==> src/hw/rtl/dsfp_pkg.sv <==
package dsfp_pkg;

   localparam int TOKEN_BUFFER_DEPTH = 32;
   localparam int IDX_W = $clog2(TOKEN_BUFFER_DEPTH);
   localparam int CNT_W = $clog2(TOKEN_BUFFER_DEPTH + 1);

   localparam int BYTE_W = 8;
   localparam int VALUE_W = 32;
   localparam int SLOT_W = 31;
   localparam int LEN_W = 7;
   localparam int SEP_W = 2;
   localparam int CAP_W = 6;
   localparam int TOKLEN_W = 6;
   localparam int STATUS_W = 3;

   localparam logic [LEN_W-1:0] LEN_MAX = 7'd127;
   localparam logic [SEP_W-1:0] SEP_MAX = 2'd3;
   localparam logic [CAP_W-1:0] CAP_RESET = 6'd33;
   localparam logic [VALUE_W-1:0] VALUE_SAT = 32'hffff_ffff;
   localparam logic [VALUE_W-1:0] SLOT_MAX = 32'h7fff_ffff;
   localparam logic [BYTE_W-1:0] CHAR_DOT = 8'h2e;
   localparam logic [BYTE_W-1:0] CHAR_ZERO = 8'h30;
   localparam logic [BYTE_W-1:0] CHAR_NINE = 8'h39;

   localparam logic [STATUS_W-1:0] STATUS_OK = 3'd0;
   localparam logic [STATUS_W-1:0] STATUS_NO_TOKEN = 3'd1;
   localparam logic [STATUS_W-1:0] STATUS_NO_GEN = 3'd2;
   localparam logic [STATUS_W-1:0] STATUS_NO_SLOT = 3'd3;
   localparam logic [STATUS_W-1:0] STATUS_BAD_SLOT = 3'd4;
   localparam logic [STATUS_W-1:0] STATUS_BAD_GEN = 3'd5;
   localparam logic [STATUS_W-1:0] STATUS_TOKEN_LONG = 3'd6;

   typedef struct packed {
      logic nonempty;
      logic overflow;
      logic nondigit;
   } seg_flags_type;

   typedef logic [TOKEN_BUFFER_DEPTH-1:0][BYTE_W-1:0] token_bytes_type;

   typedef struct packed {
      logic [STATUS_W-1:0] status;
      logic [SLOT_W-1:0] slot;
      logic [VALUE_W-1:0] generation;
      logic [TOKLEN_W-1:0] token_length;
   } verdict_type;

endpackage

==> src/hw/rtl/dsfp_parse.sv <==
module dsfp_parse (
   input  logic clock,
   input  logic reset,
   input  logic accept,
   input  logic [dsfp_pkg::BYTE_W-1:0] subject_byte,
   input  logic csr_wr_en,
   input  logic [dsfp_pkg::CAP_W-1:0] csr_wr_data,
   output dsfp_pkg::verdict_type verdict,
   output dsfp_pkg::token_bytes_type token_bytes,
   input  logic end_of_subject
);

   logic [dsfp_pkg::CAP_W-1:0] cap_ff;
   logic [dsfp_pkg::VALUE_W-1:0] seg_value_ff, seg_value_in;
   dsfp_pkg::seg_flags_type seg_flags_ff, seg_flags_in;
   logic [dsfp_pkg::LEN_W-1:0] seg_len_ff, seg_len_in;
   dsfp_pkg::token_bytes_type seg_bytes_ff, seg_bytes_in;
   logic [dsfp_pkg::VALUE_W-1:0] gen_value_ff, gen_value_in;
   dsfp_pkg::seg_flags_type gen_flags_ff, gen_flags_in;
   logic [dsfp_pkg::VALUE_W-1:0] slot_value_ff, slot_value_in;
   dsfp_pkg::seg_flags_type slot_flags_ff, slot_flags_in;
   logic [dsfp_pkg::SEP_W-1:0] sep_count_ff, sep_count_in;

   logic is_dot;
   logic is_digit;
   logic [dsfp_pkg::VALUE_W+3:0] acc;
   logic [dsfp_pkg::STATUS_W-1:0] status;

   assign is_dot = (subject_byte == dsfp_pkg::CHAR_DOT);
   assign is_digit = (subject_byte >= dsfp_pkg::CHAR_ZERO) &&
                     (subject_byte <= dsfp_pkg::CHAR_NINE);
   // value * 10 + digit
   assign acc = {1'b0, seg_value_ff, 3'b000} + {3'b000, seg_value_ff, 1'b0} +
                {32'd0, subject_byte[3:0]};

   always_comb begin
      seg_value_in = seg_value_ff;
      seg_flags_in = seg_flags_ff;
      seg_len_in = seg_len_ff;
      seg_bytes_in = seg_bytes_ff;
      gen_value_in = gen_value_ff;
      gen_flags_in = gen_flags_ff;
      slot_value_in = slot_value_ff;
      slot_flags_in = slot_flags_ff;
      sep_count_in = sep_count_ff;
      if (is_dot) begin
         slot_value_in = gen_value_ff;
         slot_flags_in = gen_flags_ff;
         gen_value_in = seg_value_ff;
         gen_flags_in = seg_flags_ff;
         seg_value_in = '0;
         seg_flags_in = '0;
         seg_len_in = '0;
         if (sep_count_ff != dsfp_pkg::SEP_MAX) begin
            sep_count_in = sep_count_ff + 1'b1;
         end
      end else begin
         if (seg_len_ff < dsfp_pkg::LEN_W'(dsfp_pkg::TOKEN_BUFFER_DEPTH)) begin
            seg_bytes_in[seg_len_ff[dsfp_pkg::IDX_W-1:0]] = subject_byte;
         end
         if (seg_len_ff != dsfp_pkg::LEN_MAX) begin
            seg_len_in = seg_len_ff + 1'b1;
         end
         seg_flags_in.nonempty = 1'b1;
         if (!is_digit) begin
            seg_flags_in.nondigit = 1'b1;
         end else if (!seg_flags_ff.overflow) begin
            if (acc[dsfp_pkg::VALUE_W+3:dsfp_pkg::VALUE_W] != 4'd0) begin
               seg_flags_in.overflow = 1'b1;
               seg_value_in = dsfp_pkg::VALUE_SAT;
            end else begin
               seg_value_in = acc[dsfp_pkg::VALUE_W-1:0];
            end
         end
      end
   end

   // checks on the state as it stands after this byte
   always_comb begin
      if (sep_count_in == 2'd0 || seg_len_in == '0) begin
         status = dsfp_pkg::STATUS_NO_TOKEN;
      end else if (sep_count_in < 2'd2 || !gen_flags_in.nonempty) begin
         status = dsfp_pkg::STATUS_NO_GEN;
      end else if (sep_count_in < 2'd3 || !slot_flags_in.nonempty) begin
         status = dsfp_pkg::STATUS_NO_SLOT;
      end else if (slot_flags_in.nondigit || slot_flags_in.overflow ||
                   slot_value_in > dsfp_pkg::SLOT_MAX) begin
         status = dsfp_pkg::STATUS_BAD_SLOT;
      end else if (gen_flags_in.nondigit || gen_flags_in.overflow) begin
         status = dsfp_pkg::STATUS_BAD_GEN;
      end else if (seg_len_in >= {1'b0, cap_ff} ||
                   seg_len_in > dsfp_pkg::LEN_W'(dsfp_pkg::TOKEN_BUFFER_DEPTH)) begin
         status = dsfp_pkg::STATUS_TOKEN_LONG;
      end else begin
         status = dsfp_pkg::STATUS_OK;
      end
   end

   always_comb begin
      verdict.status = status;
      verdict.slot = slot_value_in[dsfp_pkg::SLOT_W-1:0];
      verdict.generation = gen_value_in;
      verdict.token_length = seg_len_in[dsfp_pkg::TOKLEN_W-1:0];
   end

   assign token_bytes = seg_bytes_in;

   always_ff @(posedge clock) begin
      if (reset) begin
         cap_ff <= dsfp_pkg::CAP_RESET;
      end else if (csr_wr_en) begin
         cap_ff <= csr_wr_data;
      end
   end

   always_ff @(posedge clock) begin
      if (reset) begin
         seg_value_ff <= '0;
         seg_flags_ff <= '0;
         seg_len_ff <= '0;
         gen_value_ff <= '0;
         gen_flags_ff <= '0;
         slot_value_ff <= '0;
         slot_flags_ff <= '0;
         sep_count_ff <= '0;
      end else if (accept) begin
         if (end_of_subject) begin
            seg_value_ff <= '0;
            seg_flags_ff <= '0;
            seg_len_ff <= '0;
            gen_value_ff <= '0;
            gen_flags_ff <= '0;
            slot_value_ff <= '0;
            slot_flags_ff <= '0;
            sep_count_ff <= '0;
         end else begin
            seg_value_ff <= seg_value_in;
            seg_flags_ff <= seg_flags_in;
            seg_len_ff <= seg_len_in;
            gen_value_ff <= gen_value_in;
            gen_flags_ff <= gen_flags_in;
            slot_value_ff <= slot_value_in;
            slot_flags_ff <= slot_flags_in;
            sep_count_ff <= sep_count_in;
         end
      end
   end

   always_ff @(posedge clock) begin
      if (accept) begin
         seg_bytes_ff <= seg_bytes_in;
      end
   end

endmodule

==> src/hw/rtl/dsfp_emit.sv <==
module dsfp_emit (
   input  logic clock,
   input  logic reset,
   input  logic load,
   input  dsfp_pkg::verdict_type verdict,
   input  dsfp_pkg::token_bytes_type token_bytes,
   output logic busy,
   output logic rsp_valid,
   input  logic rsp_stall,
   output logic [dsfp_pkg::STATUS_W-1:0] rsp_status,
   output logic [dsfp_pkg::SLOT_W-1:0] rsp_slot,
   output logic [dsfp_pkg::VALUE_W-1:0] rsp_generation,
   output logic [dsfp_pkg::TOKLEN_W-1:0] rsp_token_length,
   output logic [dsfp_pkg::BYTE_W-1:0] rsp_token_byte,
   output logic rsp_last
);

   logic valid_ff, valid_in;
   logic [dsfp_pkg::CNT_W-1:0] remain_ff, remain_in;
   dsfp_pkg::verdict_type fields_ff, fields_in;
   dsfp_pkg::token_bytes_type tok_bytes_ff, tok_bytes_in;
   logic take;
   logic ok;

   assign take = valid_ff && !rsp_stall;
   assign ok = (verdict.status == dsfp_pkg::STATUS_OK);

   always_comb begin
      valid_in = valid_ff;
      remain_in = remain_ff;
      fields_in = fields_ff;
      tok_bytes_in = tok_bytes_ff;
      if (load) begin
         valid_in = 1'b1;
         if (ok) begin
            fields_in = verdict;
            remain_in = dsfp_pkg::CNT_W'(verdict.token_length);
            tok_bytes_in = token_bytes;
         end else begin
            fields_in = '0;
            fields_in.status = verdict.status;
            remain_in = dsfp_pkg::CNT_W'(1);
            tok_bytes_in = '0;
         end
      end else if (take) begin
         if (remain_ff == dsfp_pkg::CNT_W'(1)) begin
            valid_in = 1'b0;
         end
         remain_in = remain_ff - 1'b1;
         tok_bytes_in = {{dsfp_pkg::BYTE_W{1'b0}},
                         tok_bytes_ff[dsfp_pkg::TOKEN_BUFFER_DEPTH-1:1]};
      end
   end

   always_ff @(posedge clock) begin
      if (reset) begin
         valid_ff <= 1'b0;
         remain_ff <= '0;
      end else begin
         valid_ff <= valid_in;
         remain_ff <= remain_in;
      end
   end

   always_ff @(posedge clock) begin
      fields_ff <= fields_in;
      tok_bytes_ff <= tok_bytes_in;
   end

   // free again once the last item of the run is taken
   assign busy = valid_ff && !(take && (remain_ff == dsfp_pkg::CNT_W'(1)));
   assign rsp_valid = valid_ff;
   assign rsp_status = fields_ff.status;
   assign rsp_slot = fields_ff.slot;
   assign rsp_generation = fields_ff.generation;
   assign rsp_token_length = fields_ff.token_length;
   assign rsp_token_byte = tok_bytes_ff[0];
   assign rsp_last = (remain_ff == dsfp_pkg::CNT_W'(1));

endmodule

==> src/hw/rtl/dotted_subject_field_parser.sv <==
// dotted subject field parser
// req channel: one subject byte per item, req_end_of_subject on the final byte.
// the last three dot-separated segments are taken as slot, generation and token.
// rsp channel: per subject either one item per token byte (status ok, slot,
// generation, token length, byte, rsp_last on the final byte) or a single
// error item with status set and all other fields zero, rsp_last high.
// csr port: csr_wr_en / csr_wr_data write the token capacity (reset 33);
// write only while no subject is in progress and no result is pending.
// throughput: one byte per cycle; bytes that do not end a subject are always
// taken. a final byte is held off (req_stall) until the last item of the
// previous subject's run is taken, since the run buffer holds one subject.
// latency: the first result item is valid the cycle after the final byte is
// accepted; a run then delivers one item per cycle while rsp_stall is low.
// rsp_stall holds the current item and its fields unchanged.
// reset (synchronous): clears the parse state, drops any pending run and
// restores the capacity to 33.
module dotted_subject_field_parser (
   input  logic clock,
   input  logic reset,
   input  logic req_valid,
   output logic req_stall,
   input  logic [dsfp_pkg::BYTE_W-1:0] req_subject_byte,
   input  logic req_end_of_subject,
   output logic rsp_valid,
   input  logic rsp_stall,
   output logic [dsfp_pkg::STATUS_W-1:0] rsp_status,
   output logic [dsfp_pkg::SLOT_W-1:0] rsp_slot,
   output logic [dsfp_pkg::VALUE_W-1:0] rsp_generation,
   output logic [dsfp_pkg::TOKLEN_W-1:0] rsp_token_length,
   output logic [dsfp_pkg::BYTE_W-1:0] rsp_token_byte,
   output logic rsp_last,
   input  logic csr_wr_en,
   input  logic [dsfp_pkg::CAP_W-1:0] csr_wr_data
);

   logic busy;
   logic accept;
   dsfp_pkg::verdict_type verdict;
   dsfp_pkg::token_bytes_type token_bytes;

   assign req_stall = req_end_of_subject && busy;
   assign accept = req_valid && !req_stall;

   dsfp_parse u_parse (
      .clock          (clock),
      .reset          (reset),
      .accept         (accept),
      .subject_byte   (req_subject_byte),
      .csr_wr_en      (csr_wr_en),
      .csr_wr_data    (csr_wr_data),
      .verdict        (verdict),
      .token_bytes    (token_bytes),
      .end_of_subject (req_end_of_subject)
   );

   dsfp_emit u_emit (
      .clock            (clock),
      .reset            (reset),
      .load             (accept && req_end_of_subject),
      .verdict          (verdict),
      .token_bytes      (token_bytes),
      .busy             (busy),
      .rsp_valid        (rsp_valid),
      .rsp_stall        (rsp_stall),
      .rsp_status       (rsp_status),
      .rsp_slot         (rsp_slot),
      .rsp_generation   (rsp_generation),
      .rsp_token_length (rsp_token_length),
      .rsp_token_byte   (rsp_token_byte),
      .rsp_last         (rsp_last)
   );

endmodule
==> config.mk <==
export PLATFORM = sky130hd
export DESIGN_NAME = dotted_subject_field_parser
export DESIGN_NICKNAME = d
export VERILOG_FILES = /design/src/hw/rtl/dsfp_pkg.sv /design/src/hw/rtl/dsfp_parse.sv /design/src/hw/rtl/dsfp_emit.sv /design/src/hw/rtl/dotted_subject_field_parser.sv
export SDC_FILE = /design/constraint.sdc
export NUM_CORES = 1
export LEC_CHECK = 0
export BUFFER_PORTS_ARGS = -buffer_cell sky130_fd_sc_hd__buf_4
export CORE_UTILIZATION = 63
export CTS_CLUSTER_DIAMETER = 40
export DETAILED_ROUTE_END_ITERATION = 7
export PLACE_DENSITY = 0.81
export SETUP_SLACK_MARGIN = 0.2
export SLEW_MARGIN = 20
export SYNTH_ARGS = -nofsm -noshare
export SYNTH_HDL_FRONTEND = slang
export SYNTH_HIERARCHICAL = 1
export SYNTH_SLANG_ARGS = --single-unit
==> constraint.sdc <==
create_clock -name clock -period 30.3 [get_ports clock]
set_input_delay 1.515 -clock clock [delete_from_list [all_inputs] [get_ports clock]]
set_output_delay 1.515 -clock clock [all_outputs]
set_load 0.03 [all_outputs]
# Word level (Yosys, flattened, before mapping)
# Cells that the tools add are included.
dict set report totals {
  input_bits 20
  reg_bits 711
  word_cells 182
  output_inout_bits 83
}
dict set report op_classes {
  n_reduce_logical 31
  eq_ne 6
  mux 45
  addsub 5
  magnitude_cmp 10
}
# operator n
set op_table {}
lappend op_table {{$mux W256} 5}
lappend op_table {{$mux W32} 9}
lappend op_table {{$bwmux W256} 1}
lappend op_table {{$demux W8 S5} 1}
lappend op_table {{$add A35 B33 Y36} 1}
lappend op_table {{$add A36 B4 Y36} 1}
lappend op_table {{$mux W3} 12}
lappend op_table {{$gt A32 B31 Y1 const B} 1}
lappend op_table {{$mux W7} 3}
lappend op_table {{$mux W6} 3}
lappend op_table {{$eq A8 B6 Y1 const B} 1}
lappend op_table {{$ge A8 B6 Y1 const B} 1}
lappend op_table {{$le A8 B6 Y1 const B} 1}
lappend op_table {{$logic_and A1 B1 Y1} 8}
lappend op_table {{$mux W8} 1}
lappend op_table {{$add A7 B1 Y7 const B} 1}
lappend op_table {{$ge A7 B6 Y1} 1}
lappend op_table {{$gt A7 B6 Y1 const B} 1}
lappend op_table {{$logic_not A7 Y1} 1}
lappend op_table {{$logic_or A1 B1 Y1} 7}
lappend op_table {{$lt A7 B6 Y1 const B} 1}
lappend op_table {{$mux W1} 7}
lappend op_table {{$ne A7 B7 Y1 const B} 1}
lappend op_table {{$eq A6 B1 Y1 const B} 1}
lappend op_table {{other kinds (17)} 27}

# Longest topological paths before layout
dict set report logic_depth {
  word_depth 14
  ltp_mapped 20
  ltp_nobuf 18
}

# By module
# Netlist, hierarchy kept.
# module seq_area_each_um2 n_inst cells_per_inst area_each_um2
set by_module_without_submodules {}
lappend by_module_without_submodules {dsfp_parse 10089.7 1 1701 19147.1}
lappend by_module_without_submodules {dsfp_emit 9989.6 1 1294 14636.5}
lappend by_module_without_submodules {dotted_subject_field_parser 0.0 1 3 22.5}

# Worst setup path after synthesis
# Ideal clock, no wire load.
dict set report synth_timing {
  path_kind {input port to flip-flop}
  start {in rsp_stall}
  end {reg u_parse/seg_value_ff[16] (netlist name)}
  n_path_buf 3
  setup_ns 0.058
  t_arrival_ns 22.201
  setup_slack_ns 8.041
  path_stages 10
  required_ns 30.242
  path_cell_list {o41a_1 a21boi_0 clkbuf_1 nand4_1 or4_1 nand2b_1 buf_1 clkbuf_1 a41oi_1 a21o_1}
}
dict set report synth_between {
  elab_chain_len 9
}
# element line
set synth_rtl {}
lappend synth_rtl {{from (decl)} dotted_subject_field_parser.sv:25} ;# input logic rsp_stall,
lappend synth_rtl {{$logic_not A1 Y1} dsfp_emit.sv:25} ;# assign take = valid_ff && !rsp_stall;
lappend synth_rtl {{$logic_and A1 B1 Y1} dsfp_emit.sv:25}
lappend synth_rtl {{$logic_and A1 B1 Y1} dsfp_emit.sv:71} ;# assign busy = valid_ff && !(take && (remain_ff == dsfp_pkg::CNT_W'(1)));
lappend synth_rtl {{$logic_not A1 Y1} dsfp_emit.sv:71}
lappend synth_rtl {{$logic_and A1 B1 Y1} dsfp_emit.sv:71}
lappend synth_rtl {{$logic_and A1 B1 Y1} dotted_subject_field_parser.sv:41} ;# assign req_stall = req_end_of_subject && busy;
lappend synth_rtl {{$logic_not A1 Y1} dotted_subject_field_parser.sv:42} ;# assign accept = req_valid && !req_stall;
lappend synth_rtl {{$logic_and A1 B1 Y1} dotted_subject_field_parser.sv:42}
lappend synth_rtl {{via accept} dotted_subject_field_parser.sv:37} ;# logic accept;
lappend synth_rtl {{$reduce_and A3 Y1 (no source line)} --}
lappend synth_rtl {{to (signal assigned)} dsfp_parse.sv:137} ;# seg_value_ff <= seg_value_in;
lappend synth_rtl {{to (decl)} dsfp_parse.sv:14} ;# logic [dsfp_pkg::VALUE_W-1:0] seg_value_ff, seg_value_in;
# The timed path passes the listed nets, and every way through them passes these cells.
# A chain may end at the register's enable or synchronous reset.

==> key figures <==
Setup path
  • Max FO, Critical Path: 84
  • Critical Path AT: 8.62 ns
  • Critical path class: input pin to flop
  • Crit end category: flop
  • Crit start category: input pin
  • Most frequent cell on the critical path: buf_4
  • CP Data Required Time: 30.74 ns
  • Critical path's largest stage delay: 0.81 ns
  • Slowest stage cell on the critical path: buf_4
  • Cell Chain, Critical Path: buf_4 > nor4bb_1 > and3_2 > buf_4 > nor2_1 > inv_1 > ha_1 > nand2b_1 > a21o_1 > a21o_1 > a21o_1 > a21o_1 > a2111oi_0 > nor2b_1 > o21ba_1 > nor3_4 > buf_4 > buf_16 > buf_4 > buf_4 > nand3_1 > o21ai_0
  • WP buf/inv: 7
  • CP top delay family: buffers and inverters

Route
  • DR DRC count: 43
  • Drt via density: 6.07
  • Routed via count: 23000
  • Total Wirelength: 76.5 mm
  • Router iterations before antenna repair: 8
  • Iter 0 DRT Violations: 2457
  • Antenna Nets Post-Route: 0
  • WL per Instance: 20.2 µm

Yosys
  • Cells after Synth: 2998
  • Synthesized flop and latch total: 711
  • Async SR Flop Fraction: 0
  • Largest family of logic cells by synthesized area: simple AND/OR/NAND/NOR gates
  • Synth Area in XOR/XNOR: 0.00648
  • Fraction of the mapped netlist area in compound gates: 0.0971
  • Yosys top cell area share: 0.519
  • Proportion of synthesized area in mux cells: 0.0887
  • Post-synth EDFFs: 584
  • Cell variety after synth: 84
  • Synth top area cells: edfxtp_1, mux2_2, dfxtp_1
  • Synth Cell Area: 0.0338 mm²
  • Mean Syn Cell Area: 11.3 µm²
  • Post-Syn Nets: 3095
  • Sequential area share after synthesis: 0.594
  • Area leader, netlist: edfxtp_1
  • Post-Synth Simple-Gate Area: 0.130
  • Synth warn: 6
  • Synth Flop Type: edfxtp_1
  • Synth Area in Adders: 0.0289

Clock tree
  • Setup bufs post-CTS: 0
  • Worst skew pair latency: 0.64 ns
  • Post_cts resized: 0
  • Clock transition at the registers of the reported paths: 0.06 ns
  • CTS Buf Count: 93
  • Cts hold-fix bufs: 0
  • Clk buf depth: 3
  • CTS root buffer: clkbuf_16
  • H-tree depth: 3
  • CTS sink count: 711
  • TritonCTS clock tree: built

Die
  • Initial core utilization: 0.641
  • Die height: 234 µm
  • Row count: 84
  • Core area: 0.0528 mm²
  • IO Count: 103
  • Die area: 0.0546 mm²
  • Horiz. Die Dim: 234 µm

Timing
  • Period utilization: 0.270
  • Worst clock skew: 0.0245 ns
  • Slew Limit Fails: 0
  • Min Tclk post-route: 8.17 ns
  • Hold Violations, Final: 0
  • RSZ-0062 raised after global routing: no
  • Peak Freq: 0.122 GHz
  • Slew Limit Headroom: 0.180
  • Final TNS setup: 0 ns
  • Tightest Pin Transition: 1.23 ns
  • # setup viols final: 0

Power
  • Clock network fraction of total power: 0.462
  • Pwr Density: 62.9 mW/mm²
  • Proportion of power drawn by flip-flops and latches: 0.479
  • P_leak: 14.7 nW
  • Logic pwr share: 0.059
  • Internal: 0.00184 W
  • Sw frac: 0.233
  • Total net switching power: 0.000557 W
  • VDD IR max: 0.0000750 V

Global route
  • Initial antenna violation count: 1
  • Grt ovf: 0
  • Global-route wire length before repair: 120 mm
  • Largest net degree at the start of global routing: 293
  • GRT Util Overall: 0.279
  • Vias in the first global route: 22500

Final layout
  • Layout Cells excl Fill: 3792
  • P&R area growth vs syn: 12.6%
  • Nets: 3122
  • Final Cell Area: 0.0381 mm²
  • Fraction of layout cells with a size suffix above 1: 0.185
  • Diodes inserted: 0

Place
  • Port buffer count: 102
  • Dpl cells: 3617
  • Area after DPL: 0.0349 mm²
  • Final GP Congestion: 0.883
  • DP HPWL: 45.4 mm

Flow run
  • Max_cap viols: 0

Worst hold path
  • Worst Hold Class: flop to flop

Status
  • Failing checks: design-rule violations
  • Status: complete, but fails checks
power by group through the flow:
stage / Combinational, W / Clock (W) / Sequential [W]
after detailed placement: 0.000138 / 0 / 0.00117
after floorplan: 0.0000921 / 0 / 0.00119
after CTS: 0.000140 / 0.00112 / 0.00115
final: 0.000140 / 0.00111 / 0.00115
after global placement: 0.000132 / 0 / 0.00116
after global routing: 0.000153 / 0.00116 / 0.00115
metrics by stage:
step	setup slack (ns)	total power [W]	utilization	hold WS [ns]
after floorplan	8.04	0.00128	-	0.446
after global placement	21.63	0.00130	0.661	0.477
after detailed placement	21.45	0.00131	0.661	0.493
after CTS	21.99	0.00241	0.721	0.506
after global routing	21.77	0.00246	0.721	0.530
final	22.13	0.00239	0.721	0.502
area by class of cell:
class | instances | area, µm²
Clock inverter | 69 | 768
Inverter | 272 | 1020
Clock buffer | 105 | 2410
Fill cell | 3502 | 14700
Tap cell | 688 | 861
Timing Repair Buffer | 128 | 1010
Sequential cell | 711 | 20100
Multi-Input combinational cell | 1819 | 11900
path summary, 6_finish.rpt:
kind	startpoint	end	slack, ns	cells after the start
min reg2reg	u_parse/cap_ff[4]	u_parse/cap_ff[4]	0.50	2
min	u_parse/cap_ff[4]	u_parse/cap_ff[4]	0.50	2
max reg2reg	u_parse/seg_len_ff[0]	u_emit/tok_bytes_ff[96]	23.33	22
max	req_subject_byte[3]	u_emit/tok_bytes_ff[96]	22.13	22
worst min-delay path, cell delays in order, from the launching register on:
cell,delay (ns)
dfxtp_1,0.33
mux2i_1,0.07
nor2_1,0.07
layer usage:
| metal | vias to the layer above | global-route usage | wire, µm |
|---|---|---|---|
| met5 | - | 0 | 0 |
| met4 | 0 | 0.0836 | 1720 |
| met3 | 129 | 0.0486 | 4690 |
| met2 | 780 | 0.461 | 37800 |
| met1 | 11400 | 0.379 | 32300 |
| li1 | 10800 | - | - |
cells in the final DEF, fill, tap and decap left out, types with 10 or more instances in the layout:
master,instances
clkinvlp_4,15
inv_1,271
o21ai_1,47
buf_4,125
nor3_1,13
nand3_1,262
a211oi_1,14
clkinv_2,12
nor2_1,133
clkbuf_16,95
a21oi_1,114
edfxtp_1,584
inv_6,13
a22oi_1,11
nand2_1,259
clkbuf_1,10
dfxtp_1,127
a41oi_1,11
xnor2_1,17
mux2_2,258
ha_1,75
and3_1,13
a21o_1,31
nor2b_1,73
o21ai_0,233
and2_1,87
nand3b_1,10
sequential cells by signal, indices dropped and copies added (netlist names), 6 cells and up:
signal                   count
u_parse/gen_value_ff        32
u_emit/rsp_token_length      6
u_emit/rsp_generation       32
u_parse/seg_bytes_ff       256
u_parse/seg_value_ff        32
u_emit/remain_ff             6
u_emit/tok_bytes_ff        248
u_emit/rsp_slot             31
u_parse/seg_len_ff           7
u_parse/slot_value_ff       32
u_emit/rsp_token_byte        8
u_parse/cap_ff               6
kinds of logic after synthesis:
family                     Yosys count
and+or+nand+nor                    900
DFF                                711
AOI/OAI and AO/OA                  550
buffers and inverters              468
muxes                              267
adders and majority gates           77
xor gates and xnor gates            25
synthesized netlist by cell type, types with 4 or more instances:
cell,count
xor2_1,8
a221oi_1,6
xnor2_1,17
nor2_1,133
buf_2,41
ha_1,75
a311oi_1,5
nand2b_1,5
nand3b_1,10
o41a_1,4
a21oi_1,114
o31ai_1,5
a41oi_1,11
buf_4,10
mux2_2,258
o21bai_1,4
dfxtp_1,127
and3_1,14
o21a_1,9
a211oi_1,14
nand4_1,9
o211ai_1,4
buf_1,4
and2_1,87
nor2b_1,74
a21o_1,31
nor3_1,13
edfxtp_1,584
mux2i_1,8
nor3b_1,5
nand2_1,259
a22oi_1,11
a2bb2oi_1,4
o21ai_1,48
o21ai_0,233
nand3_1,263
a31oi_1,8
or3_1,8
inv_1,271
clkbuf_1,139
a22o_1,4
No activity file was read; power rests on OpenSTA's default activity.
